### config.mk
export PLATFORM = sky130hd
export DESIGN_NAME = tri_inc_div_stage
export DESIGN_NICKNAME = d
export VERILOG_FILES = /design/src/rtl/tri_inc_pkg.sv /design/src/rtl/tri_inc_div_stage.sv
export SDC_FILE = /design/constraint.sdc
export NUM_CORES = 1
export LEC_CHECK = 0
export ABC_AREA = 1
export BUFFER_PORTS_ARGS = -buffer_cell sky130_fd_sc_hd__buf_2
export CORE_MARGIN = 2
export CORE_UTILIZATION = 55
export CTS_CLUSTER_SIZE = 14
export DETAILED_ROUTE_END_ITERATION = 10
export PLACE_DENSITY_LB_ADDON = 0.3
export SETUP_SLACK_MARGIN = 0.3
export SLEW_MARGIN = 25
export SYNTH_ARGS = -nofsm -noshare
export SYNTH_HDL_FRONTEND = slang
export SYNTH_SLANG_ARGS = --single-unit
### constraint.sdc
create_clock -name clk_i -period 4.55 [get_ports clk_i]
set_input_delay 0.91 -clock clk_i [delete_from_list [all_inputs] [get_ports clk_i]]
set_output_delay 0.91 -clock clk_i [all_outputs]
set_load 0.005 [all_outputs]
### src/rtl/tri_inc_pkg.sv
// ----------------------------------------------------------------------------
// tri_inc_pkg
// Shared types and constants for the triangle incenter pipeline.
// ----------------------------------------------------------------------------
package tri_inc_pkg;

  localparam int unsigned CoordBits = 16;
  localparam int unsigned FracBits  = 8;
  // squared distance of two coordinates
  localparam int unsigned SqBits    = 2 * CoordBits + 2;
  // root of sq * 2^(2*FracBits)
  localparam int unsigned SideBits  = CoordBits + 1 + FracBits;
  localparam int unsigned SqrtSteps = (SqBits + 1) / 2 + FracBits;
  localparam int unsigned RemBits   = SideBits + 2;
  localparam int unsigned PerBits   = SideBits + 2;
  // weighted sum of three vertices
  localparam int unsigned NumBits   = SideBits + CoordBits + 2;
  localparam int unsigned DivBits   = NumBits - 1 + FracBits;
  localparam int unsigned CenterBits = 24;

  typedef struct packed {
    logic signed [CoordBits-1:0] point1_x;
    logic signed [CoordBits-1:0] point1_y;
    logic signed [CoordBits-1:0] point2_x;
    logic signed [CoordBits-1:0] point2_y;
    logic signed [CoordBits-1:0] point3_x;
    logic signed [CoordBits-1:0] point3_y;
  } tri_in_t;

  typedef struct packed {
    logic        [SideBits-1:0]   side_12;
    logic        [SideBits-1:0]   side_23;
    logic        [SideBits-1:0]   side_31;
    logic signed [CenterBits-1:0] center_x;
    logic signed [CenterBits-1:0] center_y;
    logic                         degenerate;
  } tri_out_t;

endpackage

### src/rtl/tri_inc_div_stage.sv
// ----------------------------------------------------------------------------
// tri_inc_div_stage
// One registered restoring-division step for both centre coordinates.
// ----------------------------------------------------------------------------
module tri_inc_div_stage (
  input  logic                                 clk_i,
  input  logic                                 en_i,
  input  logic [1:0][tri_inc_pkg::DivBits-1:0] dvd_i,
  input  logic [1:0][tri_inc_pkg::PerBits:0]   rem_i,
  input  logic [tri_inc_pkg::PerBits-1:0]      per_i,
  output logic [1:0][tri_inc_pkg::DivBits-1:0] dvd_o,
  output logic [1:0][tri_inc_pkg::PerBits:0]   rem_o
);

  localparam int unsigned PB = tri_inc_pkg::PerBits;
  localparam int unsigned DB = tri_inc_pkg::DivBits;

  logic [1:0][DB-1:0] dvd_d;
  logic [1:0][PB:0]   rem_d;

  // dividend shifts out at the top while quotient bits enter at the bottom
  always_comb begin
    for (int i = 0; i < 2; i++) begin
      logic [PB+1:0] r;
      r = {rem_i[i], dvd_i[i][DB-1]};
      if (r >= {1'b0, 1'b0, per_i}) begin
        rem_d[i] = (PB+1)'(r - {2'b00, per_i});
        dvd_d[i] = {dvd_i[i][DB-2:0], 1'b1};
      end else begin
        rem_d[i] = (PB+1)'(r);
        dvd_d[i] = {dvd_i[i][DB-2:0], 1'b0};
      end
    end
  end

  always_ff @(posedge clk_i) begin
    if (en_i) begin
      dvd_o <= dvd_d;
      rem_o <= rem_d;
    end
  end

endmodule

==> Flow_metrics.wiki <==
{| class="wikitable"
! Metric !! Value
|-
| Post-layout min period || 2.87 ns
|-
| Clock Tree Buf Depth || 2
|-
| Global-route usage over all layers || 31.7%
|-
| Number of inserted diodes || 0
|-
| Width of the chip || 138 microns
|-
| Post-Place Cells || 1,820
|-
| Total Wirelength || 30.2 mm
|-
| Distinct cell type count of the synthesized netlist || 26
|-
| Wire length per cell after detailed routing || 16.3 microns
|-
| Worst slew margin relative to its limit || 31.7%
|-
| Multi-input gate area in the final layout || 0.00405 sq mm
|-
| Mean cell area of the mapped netlist || 7.77 sq um
|-
| Met3 routing resource usage after global routing || 5.89%
|-
| Final total negative setup slack || 0 ns
|-
| Worst setup EP type || register
|-
| Number of vias in the routed layout || 9,183
|-
| Worst-margin pin slew || 1.02 ns
|-
| Worst Hold Margin || 0.648 ns
|-
| Worst-path fanout max || 31
|-
| Final setup fails || 0
|-
| Post-cts hold buffer count || 0
|-
| Net count after synthesis || 1,503
|-
| Fraction of final layout cells sized beyond drive strength 1 || 24.5%
|-
| Critical Path Slowest Stage Cell || sky130_fd_sc_hd__o21ai_0
|-
| Critical path class || primary input to register
|-
| Routed vias/inst || 4.96
|-
| Slew Limit Fails || 0
|-
| Largest net degree at the start of global routing || 112
|-
| Placement row count || 48
|-
| M2 GR Usage || 55.9%
|-
| Max Clk Rate || 349 MHz
|-
| Pre-CTS WS || 1.32 ns
|-
| VDD IR-drop max || 289 uV
|-
| Area of all placed cells without fillers || 0.0123 sq mm
|-
| Count of endpoints failing hold in the final timing report || 0
|-
| Synthesized flop and latch total || 156
|-
| Worst EP arrival || 3.03 ns
|-
| Final worst-path cycle share || 63.0%
|-
| Net total in the final layout || 1,855
|-
| Number of global-route vias before repair || 8,541
|-
| Grt peak-use layer || met2
|-
| Area used by sequential logic in the layout || 0.00468 sq mm
|-
| Instance area after placement || 0.0117 sq mm
|-
| Overall die height || 138 microns
|-
| Count of non-filler cells in the finished layout || 1,851
|-
| Port Buffers || 340
|-
| Post-CTS setup buffer count || 0
|-
| Layout filler cell count || 1,452
|-
| Largest cells by area after synthesis || sky130_fd_sc_hd__edfxtp_1 (48%), sky130_fd_sc_hd__nand2_1 (21%), sky130_fd_sc_hd__inv_1 (9.9%)
|-
| CTS root buf || sky130_fd_sc_hd__clkbuf_16
|-
| Wire length of the first global-routing pass || 44.5 mm
|-
| Post-synthesis sequential area ratio || 47.8%
|-
| Hold Crit Class || primary input to register
|-
| Warnings, synthesis || 0
|-
| Post-cts sizing count || 0
|-
| Final total power || 4.22 mW
|-
| Largest incremental delay on the critical path || 0.53 ns
|-
| Worst endpoint required time || 4.72 ns
|-
| Worst setup slack after layout || 1.68 ns
|-
| Core area || 0.0174 sq mm
|-
| Global-route track usage on met1 || 38.0%
|-
| Run status || finished clean
|-
| Cell type with the largest total area after synthesis || sky130_fd_sc_hd__edfxtp_1
|-
| Clock tree from TritonCTS || built
|-
| Power density normalized to cell area || 343 mW/mm^2
|-
| Max-Cap Viols || 0
|-
| Unrepaired setup endpoints after global routing || no
|-
| Die area || 0.0189 sq mm
|-
| Mapped Cells || 1,262
|-
| Cell area after synthesis || 0.00981 sq mm
|-
| Total leakage power || 6.84 nW
|-
| Growth of design area from synthesis to finish || 25.4%
|-
| Placer congestion estimate || 0.921
|-
| Clock transition at the registers of the reported paths || 0.07 ns
|-
| Detail Route Antenna Nets || 0
|-
| End-of-flow core utilization || 70.9%
|-
| Area fraction of the dominant cell type after synthesis || 47.8%
|-
| Detail Placement HPWL || 24.4 mm
|-
| Number of top-level pins || 341
|-
| Level count of the clock H-tree || 4
|-
| Starting DRC count in detailed routing || 607
|-
| Kind of start point of the critical path || primary input
|-
| Grt total ovfl || 0
|-
| Worst Hold Depth || 1
|-
| Number of antenna violations at the first check in global routing || 1
|-
| Initial cell density of the core || 56.5%
|-
| Most prevalent standard cell on the critical path || sky130_fd_sc_hd__nand2_1
|-
| Crit-path cells || buf_2 > inv_1 > ha_1 > nand2_1 > inv_1 > nand2_1 > nand2_1 > a21oi_1 > nand2_1 > nor2_2 > nand2_4 > o21ai_0
|-
| Number of iterations in the first detailed-routing pass || 5
|-
| Number of remaining DRC errors || 0
|-
| Inserted Clock Buffers || 17
|-
| CTS Sinks || 156
|}
path summary, 6_finish.rpt:
kind	slack (ns)	endpoint	start
setup / recovery	1.68	rem_o[28]	per_i[23]
hold / removal	0.65	dvd_o[59]	dvd_i[58]
area by class of cell:
class                           count  area share, %
Timing Repair Buffer              343           14.1
Multi-Input combinational cell    836           32.9
Clock buffer                       17           3.46
Inverter                          260           7.95
Tap cell                          225           2.29
Sequential cell                   156           38.1
Clock inverter                     14           1.24
cell usage in the layout, fill, tap and decap left out, types with 2 or more instances in the layout:
cell	netlist	layout
sky130_fd_sc_hd__edfxtp_1	156	156
sky130_fd_sc_hd__a21o_1	2	2
sky130_fd_sc_hd__buf_4	5	3
sky130_fd_sc_hd__nand2_1	543	543
sky130_fd_sc_hd__o21ai_0	4	4
sky130_fd_sc_hd__xnor2_1	2	2
sky130_fd_sc_hd__and2_1	2	2
sky130_fd_sc_hd__nand2_2	2	2
sky130_fd_sc_hd__a21oi_1	24	24
sky130_fd_sc_hd__nor2_1	71	71
sky130_fd_sc_hd__clkinvlp_4	0	3
sky130_fd_sc_hd__ha_1	54	54
sky130_fd_sc_hd__nand3b_1	8	8
sky130_fd_sc_hd__a21oi_2	3	3
sky130_fd_sc_hd__buf_2	0	339
sky130_fd_sc_hd__o21ai_1	2	2
sky130_fd_sc_hd__inv_1	258	258
sky130_fd_sc_hd__inv_8	0	2
sky130_fd_sc_hd__nand3_1	62	62
sky130_fd_sc_hd__xor2_1	28	28
sky130_fd_sc_hd__clkbuf_16	0	17
sky130_fd_sc_hd__nand4_1	10	10
sky130_fd_sc_hd__nor2_2	12	12
sky130_fd_sc_hd__fa_1	2	2
sky130_fd_sc_hd__clkinv_4	0	2
sky130_fd_sc_hd__or2_2	2	2
sky130_fd_sc_hd__nand3_2	2	2
sky130_fd_sc_hd__inv_6	0	5
routing by layer:
metal / wire length, microns / part of all wire [%] / up-vias
li1: - / - / 4598
met1: 11700 / 39 / 4121
met2: 15000 / 50 / 398
met3: 2460 / 8.2 / 64
met4: 1050 / 3.5 / 2
met5: 10 / 0.033 / -
power breakdown:
| part | internal, mW | switching (mW) |
|---|---|---|
| clock network | 0.772 | 0.645 |
| logic | 0.378 | 0.613 |
| registers | 1.77 | 0.0413 |
sequential cells by signal (all words and copies together), names as in the netlist:
signal and flops:
dvd_o 100, rem_o 56
worst max-delay path: cells and delay by family:
family | cells | cell delay, ns
AOI/OAI and AO/OA | 2 | 0.74
buffers and inverters | 3 | 0.29
and+or+nand+nor | 6 | 0.77
adders and majority gates | 1 | 0.33
Yosys cell counts, drive strengths merged:
library cell	n
xor2	28
nand4	10
nand3b	8
buf	10
a21oi	27
o21ai	6
fa	2
or2	2
nand2	546
nor2	83
a21o	2
xnor2	2
edfxtp	156
nand3	64
and2	2
ha	54
inv	260
cell families (layout without fill, tap and decap cells):
| family | after synthesis | count (layout) | synth area share [%] |
|---|---|---|---|
| buffers and inverters | 270 | 634 | 10.9 |
| DFF | 156 | 156 | 47.8 |
| and+or+nand+nor | 715 | 715 | 29.4 |
| xor gates and xnor gates | 30 | 30 | 2.68 |
| AOI/OAI and AO/OA | 35 | 35 | 1.95 |
| adders and majority gates | 56 | 56 | 7.30 |
(Power assumes the default switching activity.)
