`src/rtl/tri_inc_pkg.sv`:
```
// ----------------------------------------------------------------------------
// tri_inc_pkg
// Shared types and constants for the triangle incenter pipeline.
// ----------------------------------------------------------------------------
package tri_inc_pkg;

  localparam int unsigned CoordBits = 16;
  localparam int unsigned FracBits  = 8;
  // squared distance of two coordinates
  localparam int unsigned SqBits    = 2 * CoordBits + 2;
  // root of sq * 2^(2*FracBits)
  localparam int unsigned SideBits  = CoordBits + 1 + FracBits;
  localparam int unsigned SqrtSteps = (SqBits + 1) / 2 + FracBits;
  localparam int unsigned RemBits   = SideBits + 2;
  localparam int unsigned PerBits   = SideBits + 2;
  // weighted sum of three vertices
  localparam int unsigned NumBits   = SideBits + CoordBits + 2;
  localparam int unsigned DivBits   = NumBits - 1 + FracBits;
  localparam int unsigned CenterBits = 24;

  typedef struct packed {
    logic signed [CoordBits-1:0] point1_x;
    logic signed [CoordBits-1:0] point1_y;
    logic signed [CoordBits-1:0] point2_x;
    logic signed [CoordBits-1:0] point2_y;
    logic signed [CoordBits-1:0] point3_x;
    logic signed [CoordBits-1:0] point3_y;
  } tri_in_t;

  typedef struct packed {
    logic        [SideBits-1:0]   side_12;
    logic        [SideBits-1:0]   side_23;
    logic        [SideBits-1:0]   side_31;
    logic signed [CenterBits-1:0] center_x;
    logic signed [CenterBits-1:0] center_y;
    logic                         degenerate;
  } tri_out_t;

endpackage

```
`src/rtl/tri_inc_sqrt_stage.sv`:
```
// ----------------------------------------------------------------------------
// tri_inc_sqrt_stage
// One registered step of the digit-by-digit square root, three sides wide.
// ----------------------------------------------------------------------------
module tri_inc_sqrt_stage (
  input  logic                                  clk_i,
  input  logic                                  en_i,
  input  logic [2:0][tri_inc_pkg::SqBits-1:0]   sq_i,
  input  logic [2:0][tri_inc_pkg::RemBits-1:0]  rem_i,
  input  logic [2:0][tri_inc_pkg::SideBits-1:0] root_i,
  input  logic [2:0][1:0]                       pair_i,
  output logic [2:0][tri_inc_pkg::SqBits-1:0]   sq_o,
  output logic [2:0][tri_inc_pkg::RemBits-1:0]  rem_o,
  output logic [2:0][tri_inc_pkg::SideBits-1:0] root_o
);

  localparam int unsigned RB = tri_inc_pkg::RemBits;

  logic [2:0][RB-1:0]                       rem_d;
  logic [2:0][tri_inc_pkg::SideBits-1:0]    root_d;

  always_comb begin
    for (int i = 0; i < 3; i++) begin
      logic [RB:0] r;
      logic [RB:0] t;
      r = {rem_i[i][RB-2:0], pair_i[i]};
      t = {root_i[i][RB-3:0], 2'b01};
      if (r >= t) begin
        rem_d[i]  = RB'(r - t);
        root_d[i] = {root_i[i][tri_inc_pkg::SideBits-2:0], 1'b1};
      end else begin
        rem_d[i]  = RB'(r);
        root_d[i] = {root_i[i][tri_inc_pkg::SideBits-2:0], 1'b0};
      end
    end
  end

  always_ff @(posedge clk_i) begin
    if (en_i) begin
      sq_o   <= sq_i;
      rem_o  <= rem_d;
      root_o <= root_d;
    end
  end

endmodule

```
`config.mk`:
```
export PLATFORM = sky130hd
export DESIGN_NAME = tri_inc_sqrt_stage
export DESIGN_NICKNAME = d
export VERILOG_FILES = /design/src/rtl/tri_inc_pkg.sv /design/src/rtl/tri_inc_sqrt_stage.sv
export SDC_FILE = /design/constraint.sdc
export NUM_CORES = 1
export LEC_CHECK = 0
export ABC_AREA = 1
export BUFFER_PORTS_ARGS = -buffer_cell sky130_fd_sc_hd__buf_2
export CAP_MARGIN = 20
export CORE_AREA = 8 8 232 234
export DETAILED_ROUTE_END_ITERATION = 12
export DIE_AREA = 0 0 240 242
export GPL_ROUTABILITY_DRIVEN = 0
export SYNTH_ARGS = -nofsm -noshare
export SYNTH_HDL_FRONTEND = slang
export SYNTH_SLANG_ARGS = --single-unit
export TNS_END_PERCENT = 50
```
`constraint.sdc`:
```
create_clock -name clk_i -period 2.4 [get_ports clk_i]
set_input_delay 0.36 -clock clk_i [delete_from_list [all_inputs] [get_ports clk_i]]
set_output_delay 0.36 -clock clk_i [all_outputs]
set_load 0.01 [all_outputs]
```
==> flow_summary.yaml, run 1 <==
die:
  die_x_um: 240
  core-area_sq_um: 50500
  io_pins: 524
  fp.dieH_um: 242
  std_cell_rows: 83
  start_util_pct: 30.5
  dieArea_sq_um: 58100
worst_setup_path:
  worst_path_max_delay_cell: "dlygate4sd3_1"
  required_ns: 2.71
  critPathArrivalTime_ns: 2.58
  crit_chain: "dlygate4sd3_1 -> buf_2 -> inv_1 -> ha_1 -> nand2_1 -> nor2_4 -> nand2_1 -> nor3_2 -> nand3_2 -> nand3_2 -> buf_12 -> o21ai_0"
  startpoint_type: "input port"
  path_class: "input port to register"
  crit_fanout: 20
  critPathMaxStageDelay_ns: 0.54
  worst_setup_path_end_kind: "register"
sta:
  min_period_ns: 2.27
  fmax_mhz: 440
  hold_viol: 0
  setup_slack_ns: 0.129
  finalSetupViolations: 0
  drv_slew: 0
  setup_tns_ns: 0
  rsz0062_at_grt: "false"
  whs_ns: 0.0558
  slew_headroom_pct: 69.8
  tightest_slew_ns: 0.452
  fin_crit_sh_pct: 94.6
placement:
  post-place-ws_ns: 0.00827
  dp_hpwl_um: 42300
  port_buffers: 520
power:
  powerDensity_nw_per_um2: 616
  p_leak_nw: 11.4
  ir_drop_v: 0.000497
finish:
  multi_input_area_sq_um: 5990
  syn_to_final_growth_pct: 43.0
  mostFrequentLayoutCells: "nand2_1, buf_2, inv_1"
  layout-drive-gt1-share_pct: 25.5
  fillCellCount: 5000
  seqCellArea_sq_um: 7750
  nets: 2961
  layout_commonest_cell: "nand2_1"
routing:
  drt_wl_total_um: 53500
  drtIter0Drc: 729
  wl_per_cell_um: 16.1
  vias_per_cell: 4.42
  drtAntennaViolNets: 0
  drc: 0
  num_vias: 14719
  first_pass_iters: 7
logic_synthesis:
  seq_area_frac_synth_pct: 50.3
  synth.area.top_cells: "edfxtp_1, nand2_1, inv_1"
  ys.warnings.count: 0
  synth_fp_nets: 2204
  synth.distinct_cells: 31
  synth.top_cell.area_share_pct: 50.3
  synth_area_sq_um: 15400
  ys_seq_elements: 258
  synthCells: 1857
  yosys.area.top_type: "edfxtp_1"
  postSynthAreaPerCell_sq_um: 8.29
global_route:
  grt_start_max_net_pins: 79
  grt_pass1_wl_um: 82100
  grtUsageTotal_pct: 17.6
  first_global_vias: 15387
  gr-total-overflow: 0
  antenna_found_initial: 12
clock_tree:
  clk_pin_slew_ns: 0.06
  cts-root-buf: "clkbuf_16"
  cts.sinks: 258
  cts_tree: "yes"
  cts_buffers: 31
  cts_max_path_buffers: 3
  cts_max_level: 1
flow_run:
  max_cap_viol_count: 0
min_path:
  hp-class: "input port to register"
outcome:
  outcome: "finished, final reports clean"
-- repair_timing --
action,CTS,global route
buffers inserted,0,0
hold buffers,173,0
endpoints found under the hold margin,173,0
gates resized for setup,0,8
endpoints found under the setup margin,0,6
-- cell type report --
class / count / share of cell area (%)
antenna: 9 / 0.102
sequential: 258 / 35.2
timing repair buffer: 748 / 22.1
clock inverter: 21 / 0.910
multi-input combinational: 1167 / 27.2
tap: 680 / 3.87
inverter: 408 / 6.96
clock buffer: 36 / 3.61
-- metal layers --
metal	track usage (%)	up-vias	wire length (um)
li1	-	7397	-
met1	18.7	6685	20100
met2	32.6	511	27100
met3	4.64	118	4380
met4	6.80	8	1900
met5	0	-	48
-- synthesized netlist by cell type --
cell and count:
nand2_1 658, inv_1 396, edfxtp_1 258, nor2_1 94
nand3_1 92, ha_1 81, nand4_1 66, a21oi_1 39
xor2_1 39, o21ai_0 33, nand3_2 13, nand3b_1 12
buf_2 9, inv_2 9, nand2_2 8, nor2_2 7
clkbuf_1 6, buf_6 4, nor3_2 4, a21o_1 3
a21oi_4 3, and2_1 3, buf_1 3, clkinv_1 3
o21ai_1 3, xnor2_1 3, buf_8 2, nor3_4 2
or2_0 2, nor2_4 1, or2_1 1
-- flip-flops by register name, summed over array words and instances (netlist names) --
| register | cells |
|---|---|
| sq_o | 102 |
| rem_o | 81 |
| root_o | 75 |
-- report_power, final --
group,leakage [nW],switching (W),internal [W]
clock network,0.483,0.00189,0.00269
registers,2.52,0.000124,0.00552
logic,8.42,0.00199,0.00134
total,11.4,0.00400,0.00956
-- final timing paths --
| check | from | to | slack [ns] | cells past startpoint |
|---|---|---|---|---|
| min | root_i[60] | root_o[61] | 0.06 | 1 |
| max | root_i[35] | rem_o[31] | 0.13 | 12 |
-- kinds of logic after synthesis --
logic type,after synthesis,synth area share [%]
buffers and inverters,432,10.9
adder cells (fa/ha/maj),81,6.58
XOR/XNOR,42,2.39
AND/OR/NAND/NOR,963,26.8
flip-flops,258,50.3
AO/OA/AOI/OAI,81,2.90
-- critical path, delay by kind of cell --
kind | cells | cell delay (ns)
AO/OA/AOI/OAI | 1 | 0.10
adder cells (fa/ha/maj) | 1 | 0.35
buffers and inverters | 4 | 0.86
AND/OR/NAND/NOR | 6 | 0.89
-- per-stage QoR --
stage               std cells  area [sq um]  total power, W  util [%]
CTS                      3318         22000          0.0137      43.5
floorplan                1857         15400         0.00742         -
global route             3326         22000          0.0143      43.6
finish                   3327         22000          0.0136      43.6
detailed placement       3088         19200         0.00882      38.1
global placement         3088         19200         0.00879      38.1
Power figures use the tool's default switching activity.
==> run 2: changes to the inputs <==
Settings changed: CELL_PAD_IN_SITES_DETAIL_PLACEMENT from default to 1, CELL_PAD_IN_SITES_GLOBAL_PLACEMENT from default to 1, HOLD_SLACK_MARGIN from default to 0.02, PLACE_DENSITY_LB_ADDON from default to 0.1, SKIP_CTS_REPAIR_TIMING from default to 1.
==> flow_summary.yaml, run 2 (synthesized netlist as in run 1, its figures left out) <==
clock_tree:
  cts-root-buf: "clkbuf_16"
  clk_pin_slew_ns: 0.06
  cts_buffers: 31
  cts.sinks: 258
  cts_max_level: 1
  cts_tree: "yes"
  cts_max_path_buffers: 3
sta:
  fin_crit_sh_pct: 95.1
  rsz0062_at_grt: "false"
  hold_viol: 0
  setup_tns_ns: 0
  tightest_slew_ns: 0.432
  fmax_mhz: 438
  slew_headroom_pct: 71.2
  whs_ns: 0.106
  finalSetupViolations: 0
  setup_slack_ns: 0.118
  drv_slew: 0
  min_period_ns: 2.28
finish:
  multi_input_area_sq_um: 5960
  top_register: "sq_o"
  reg.largest.list: "sq_o x102, rem_o x81, root_o x75"
  fillCellCount: 6303
  mostFrequentLayoutCells: "nand2_1, buf_2, inv_1"
  layout-drive-gt1-share_pct: 25.4
  fin_util_pct: 43.7
  seqCellArea_sq_um: 7750
  largest_register_ffs: 102
  nets: 2971
  layout_commonest_cell: "nand2_1"
  syn_to_final_growth_pct: 43.4
routing:
  first_pass_iters: 4
  drtAntennaViolNets: 0
  num_vias: 14913
  vias_per_cell: 4.47
  drt_wl_total_um: 63200
  drc: 0
  drtIter0Drc: 477
  wl_per_cell_um: 18.9
die:
  core-area_sq_um: 50500
  die_x_um: 240
  dieArea_sq_um: 58100
  fp.dieH_um: 242
  std_cell_rows: 83
  io_pins: 524
  start_util_pct: 30.5
flow_run:
  max_cap_viol_count: 0
worst_setup_path:
  worst_path_max_delay_cell: "dlygate4sd3_1"
  path_class: "input port to register"
  worst_setup_path_end_kind: "register"
  crit_start: "root_i[66]"
  critPathArrivalTime_ns: 2.60
  startpoint_type: "input port"
  required_ns: 2.72
  crit_fanout: 22
  crit_buf_inv: 4
  crit_chain: "dlygate4sd3_1 -> buf_2 -> inv_1 -> ha_1 -> nand2_1 -> nor2_1 -> nand2_1 -> nor2_1 -> nand2_2 -> nand3_2 -> buf_12 -> o21ai_0"
  crit_family: "buffers and inverters"
  critPathMaxStageDelay_ns: 0.55
placement:
  dp_hpwl_um: 49100
  port_buffers: 520
  post-place-ws_ns: 0.0132
global_route:
  gr-total-overflow: 0
  first_global_vias: 15247
  grt_pass1_wl_um: 88300
  antenna_found_initial: 15
  grt_start_max_net_pins: 71
  grtUsageTotal_pct: 19.3
min_path:
  hold_start: "rem_i[65]"
  hp-class: "input port to register"
power:
  powerDensity_nw_per_um2: 629
  ir_drop_v: 0.000530
  p_leak_nw: 11.5
outcome:
  outcome: "finished, final reports clean"
## run 2: cell type report
cell class	count	area share, %
antenna	10	0.113
clock buffer	36	3.60
clock inverter	21	0.981
inverter	408	6.94
multi-input combinational	1167	27.0
sequential	258	35.1
tap	680	3.85
timing repair buffer	758	22.4
## run 2: through the flow
step / instances / area (sq um) / power, W
6_report: 3338 / 22100 / 0.0139
5_1_grt: 3335 / 22100 / 0.0146
4_1_cts: 3154 / 20300 / 0.0137
3_5_place_dp: 3097 / 19300 / 0.00896
3_3_place_gp: 3097 / 19300 / 0.00891
2_1_floorplan: 1857 / 15400 / 0.00742
## run 2: worst min-delay path: stages
cell	delay (ns)
buf_2	0.09
nand4_1	0.08
nand2_1	0.07
## run 2: power breakdown
part	internal, W	switching, W
Combinational	0.00137	0.00209
Sequential	0.00552	0.000125
Clock	0.00279	0.00198
## run 2: worst paths after layout
| path | to | slack (ns) | cells past startpoint |
|---|---|---|---|
| worst max-delay path | rem_o[56] | 0.12 | 12 |
| worst min-delay path | rem_o[67] | 0.11 | 3 |
## run 2: layer usage
layer / wire, um / up-vias / GRT usage, % / share of wire, %
met5: 59 / - / 0 / 0.093
met4: 1710 / 10 / 5.85 / 2.7
met3: 4210 / 84 / 4.97 / 6.7
met2: 31600 / 358 / 34.2 / 50
met1: 25500 / 7034 / 22.4 / 40
li1: - / 7427 / - / -
==> run 3: changes to the inputs <==
Settings changed: ABC_AREA 1 to default, CORE_AREA 8 8 232 234 to 8 8 217 219, CTS_CLUSTER_DIAMETER from default to 200, DIE_AREA 0 0 240 242 to 0 0 225 227.
==> flow_summary.yaml, run 3 <==
logic_synthesis:
  synth_commonest_cells: "edfxtp_1, inv_1, a21oi_1"
  synth_flop_cell: "edfxtp_1"
  synth_area_sq_um: 13400
  yosysMostFrequentCell: "edfxtp_1"
  synth.distinct_cells: 73
  synthCells: 1109
  ys.warnings.count: 0
  postSynthAreaPerCell_sq_um: 12.0
  synth-async-reset-ratio_pct: 0
  synth.top_cell.area_share_pct: 58.0
  synth-edff-count: 258
  seq_area_frac_synth_pct: 58.0
  synth_fp_nets: 1456
  ys_seq_elements: 258
  synth.area.top_cells: "edfxtp_1, ha_1, a21oi_1"
  yosys.area.top_type: "edfxtp_1"
worst_setup_path:
  worst_setup_path_end_kind: "register"
  critPathArrivalTime_ns: 2.73
  required_ns: 2.74
  crit_family: "compound AO/OA/AOI/OAI gates"
  crit_buf_inv: 4
  startpoint_type: "input port"
  crit_chain: "buf_12 -> inv_12 -> ha_4 -> a21o_1 -> a211o_1 -> o21ai_4 -> o211ai_2 -> a31oi_2 -> nand2_2 -> a311oi_4 -> buf_6 -> clkbuf_16 -> mux2_4"
  worst_path_max_delay_cell: "a211o_1"
  path_class: "input port to register"
  cp.depth: 13
  critPathMaxStageDelay_ns: 0.31
  crit_start: "root_i[3]"
  crit_fanout: 8
outcome:
  outcome: "finished with violations"
  violations: "negative hold slack"
global_route:
  grtUsageTotal_pct: 19.3
  first_global_vias: 12914
  grt_start_max_net_pins: 63
  gr-total-overflow: 0
  antenna_found_initial: 19
  grt_pass1_wl_um: 76500
sta:
  drv_slew: 0
  hold_viol: 1
  min_period_ns: 2.39
  fin_crit_sh_pct: 99.8
  fmax_mhz: 418
  rsz0062_at_grt: "true"
  tightest_slew_ns: 0.679
  whs_ns: -0.0260
  finalSetupViolations: 0
  slew_headroom_pct: 54.7
min_path:
  holdPathStages: 1
  hold_start: "root_i[3]"
  hp-class: "input port to register"
die:
  dieArea_sq_um: 51100
  fp.dieH_um: 227
  core-area_sq_um: 43600
  std_cell_rows: 77
  die_x_um: 225
  start_util_pct: 30.6
  io_pins: 524
placement:
  place_inst: 2478
  port_buffers: 520
  post_dp_cell_area_sq_um: 19200
  dp_hpwl_um: 42800
power:
  powerDensity_nw_per_um2: 648
  p_leak_nw: 9.98
  ir_drop_v: 0.000523
finish:
  layout-drive-gt1-share_pct: 46.5
  final_area_sq_um: 22100
  top_register: "sq_o"
  syn_to_final_growth_pct: 65.6
  nets: 2435
  fin_cells: 2716
  layout_commonest_cell: "buf_2"
  mostFrequentLayoutCells: "buf_2, buf_4, edfxtp_1"
  largest_register_ffs: 102
  reg.largest.list: "sq_o x102, rem_o x81, root_o x75"
clock_tree:
  cts.sinks: 258
  clk_pin_slew_ns: 0.06
  cts_tree: "yes"
  cts_max_path_buffers: 3
  cts-root-buf: "clkbuf_16"
  cts_buffers: 31
  cts_max_level: 1
routing:
  vias_per_cell: 4.72
  drt_wl_total_um: 56700
  wl_per_cell_um: 20.9
  num_vias: 12821
  drtAntennaViolNets: 0
  first_pass_iters: 5
  drtIter0Drc: 456
  drc: 0
flow_run:
  max_cap_viol_count: 0
[run 3: cell types whose count changed after synthesis, sizes merged, moves of 15 or more]
cell,before,now
a21oi,42,97
nand3,105,22
nor2,102,64
inv,405,102
nand4,66,20
a21o,3,30
xnor2,3,39
o21ai,36,66
o21a,0,23
xor2,39,24
mux2,0,30
nand2,666,73
[run 3: final timing paths]
check / to
setup / recovery: rem_o[21]
hold / removal: root_o[4]
[run 3: cells by family (layout without fill, tap and decap cells)]
kind of cell	Yosys count	count (layout)	share of synthesized area, %
compound gates	294	294	14.1
other cells	0	13	0
fa+ha+maj	81	81	7.59
simple gates	246	246	8.82
mux	33	33	3.23
xor+xnor	63	63	4.13
flops	258	258	58.0
buf+inv	134	1136	4.09
[run 3: where the power goes]
part / internal [W] / switching (W)
Combinational: 0.00196 / 0.00200
Sequential: 0.00555 / 0.000148
Clock: 0.00260 / 0.00206
Total: 0.0101 / 0.00421
[run 3: routing by layer]
metal / up-vias / wire length [um] / global-route usage, % / share of wire [%]
li1: 6099 / - / - / -
met2: 335 / 28900 / 33.8 / 51
met4: 16 / 1110 / 5.19 / 2.0
met1: 6294 / 22500 / 22.7 / 40
met5: - / 94 / 0 / 0.17
met3: 77 / 4180 / 6.25 / 7.4
[run 3: per-stage QoR]
step	setup TNS, ns	setup WS, ns	power [W]	util, %
detailed placement	-46.33	-0.709	0.00944	44.0
finish	0	0.00514	0.0143	50.7
global route	-1.09	-0.0922	0.0150	50.7
CTS	-1.21	-0.0854	0.0142	46.3
floorplan	-19.05	-0.440	0.00756	-
global placement	-43.79	-0.630	0.00937	44.0
[run 3: area by class of cell]
class / count / area (sq um)
Fill cell: 4901 / 21500
Sequential cell: 258 / 7750
Timing Repair Buffer: 978 / 6630
Multi-Input combinational cell: 717 / 5570
Clock buffer: 36 / 795
Tap cell: 592 / 741
Inverter: 102 / 423
Clock inverter: 20 / 185
Antenna cell: 13 / 32.5
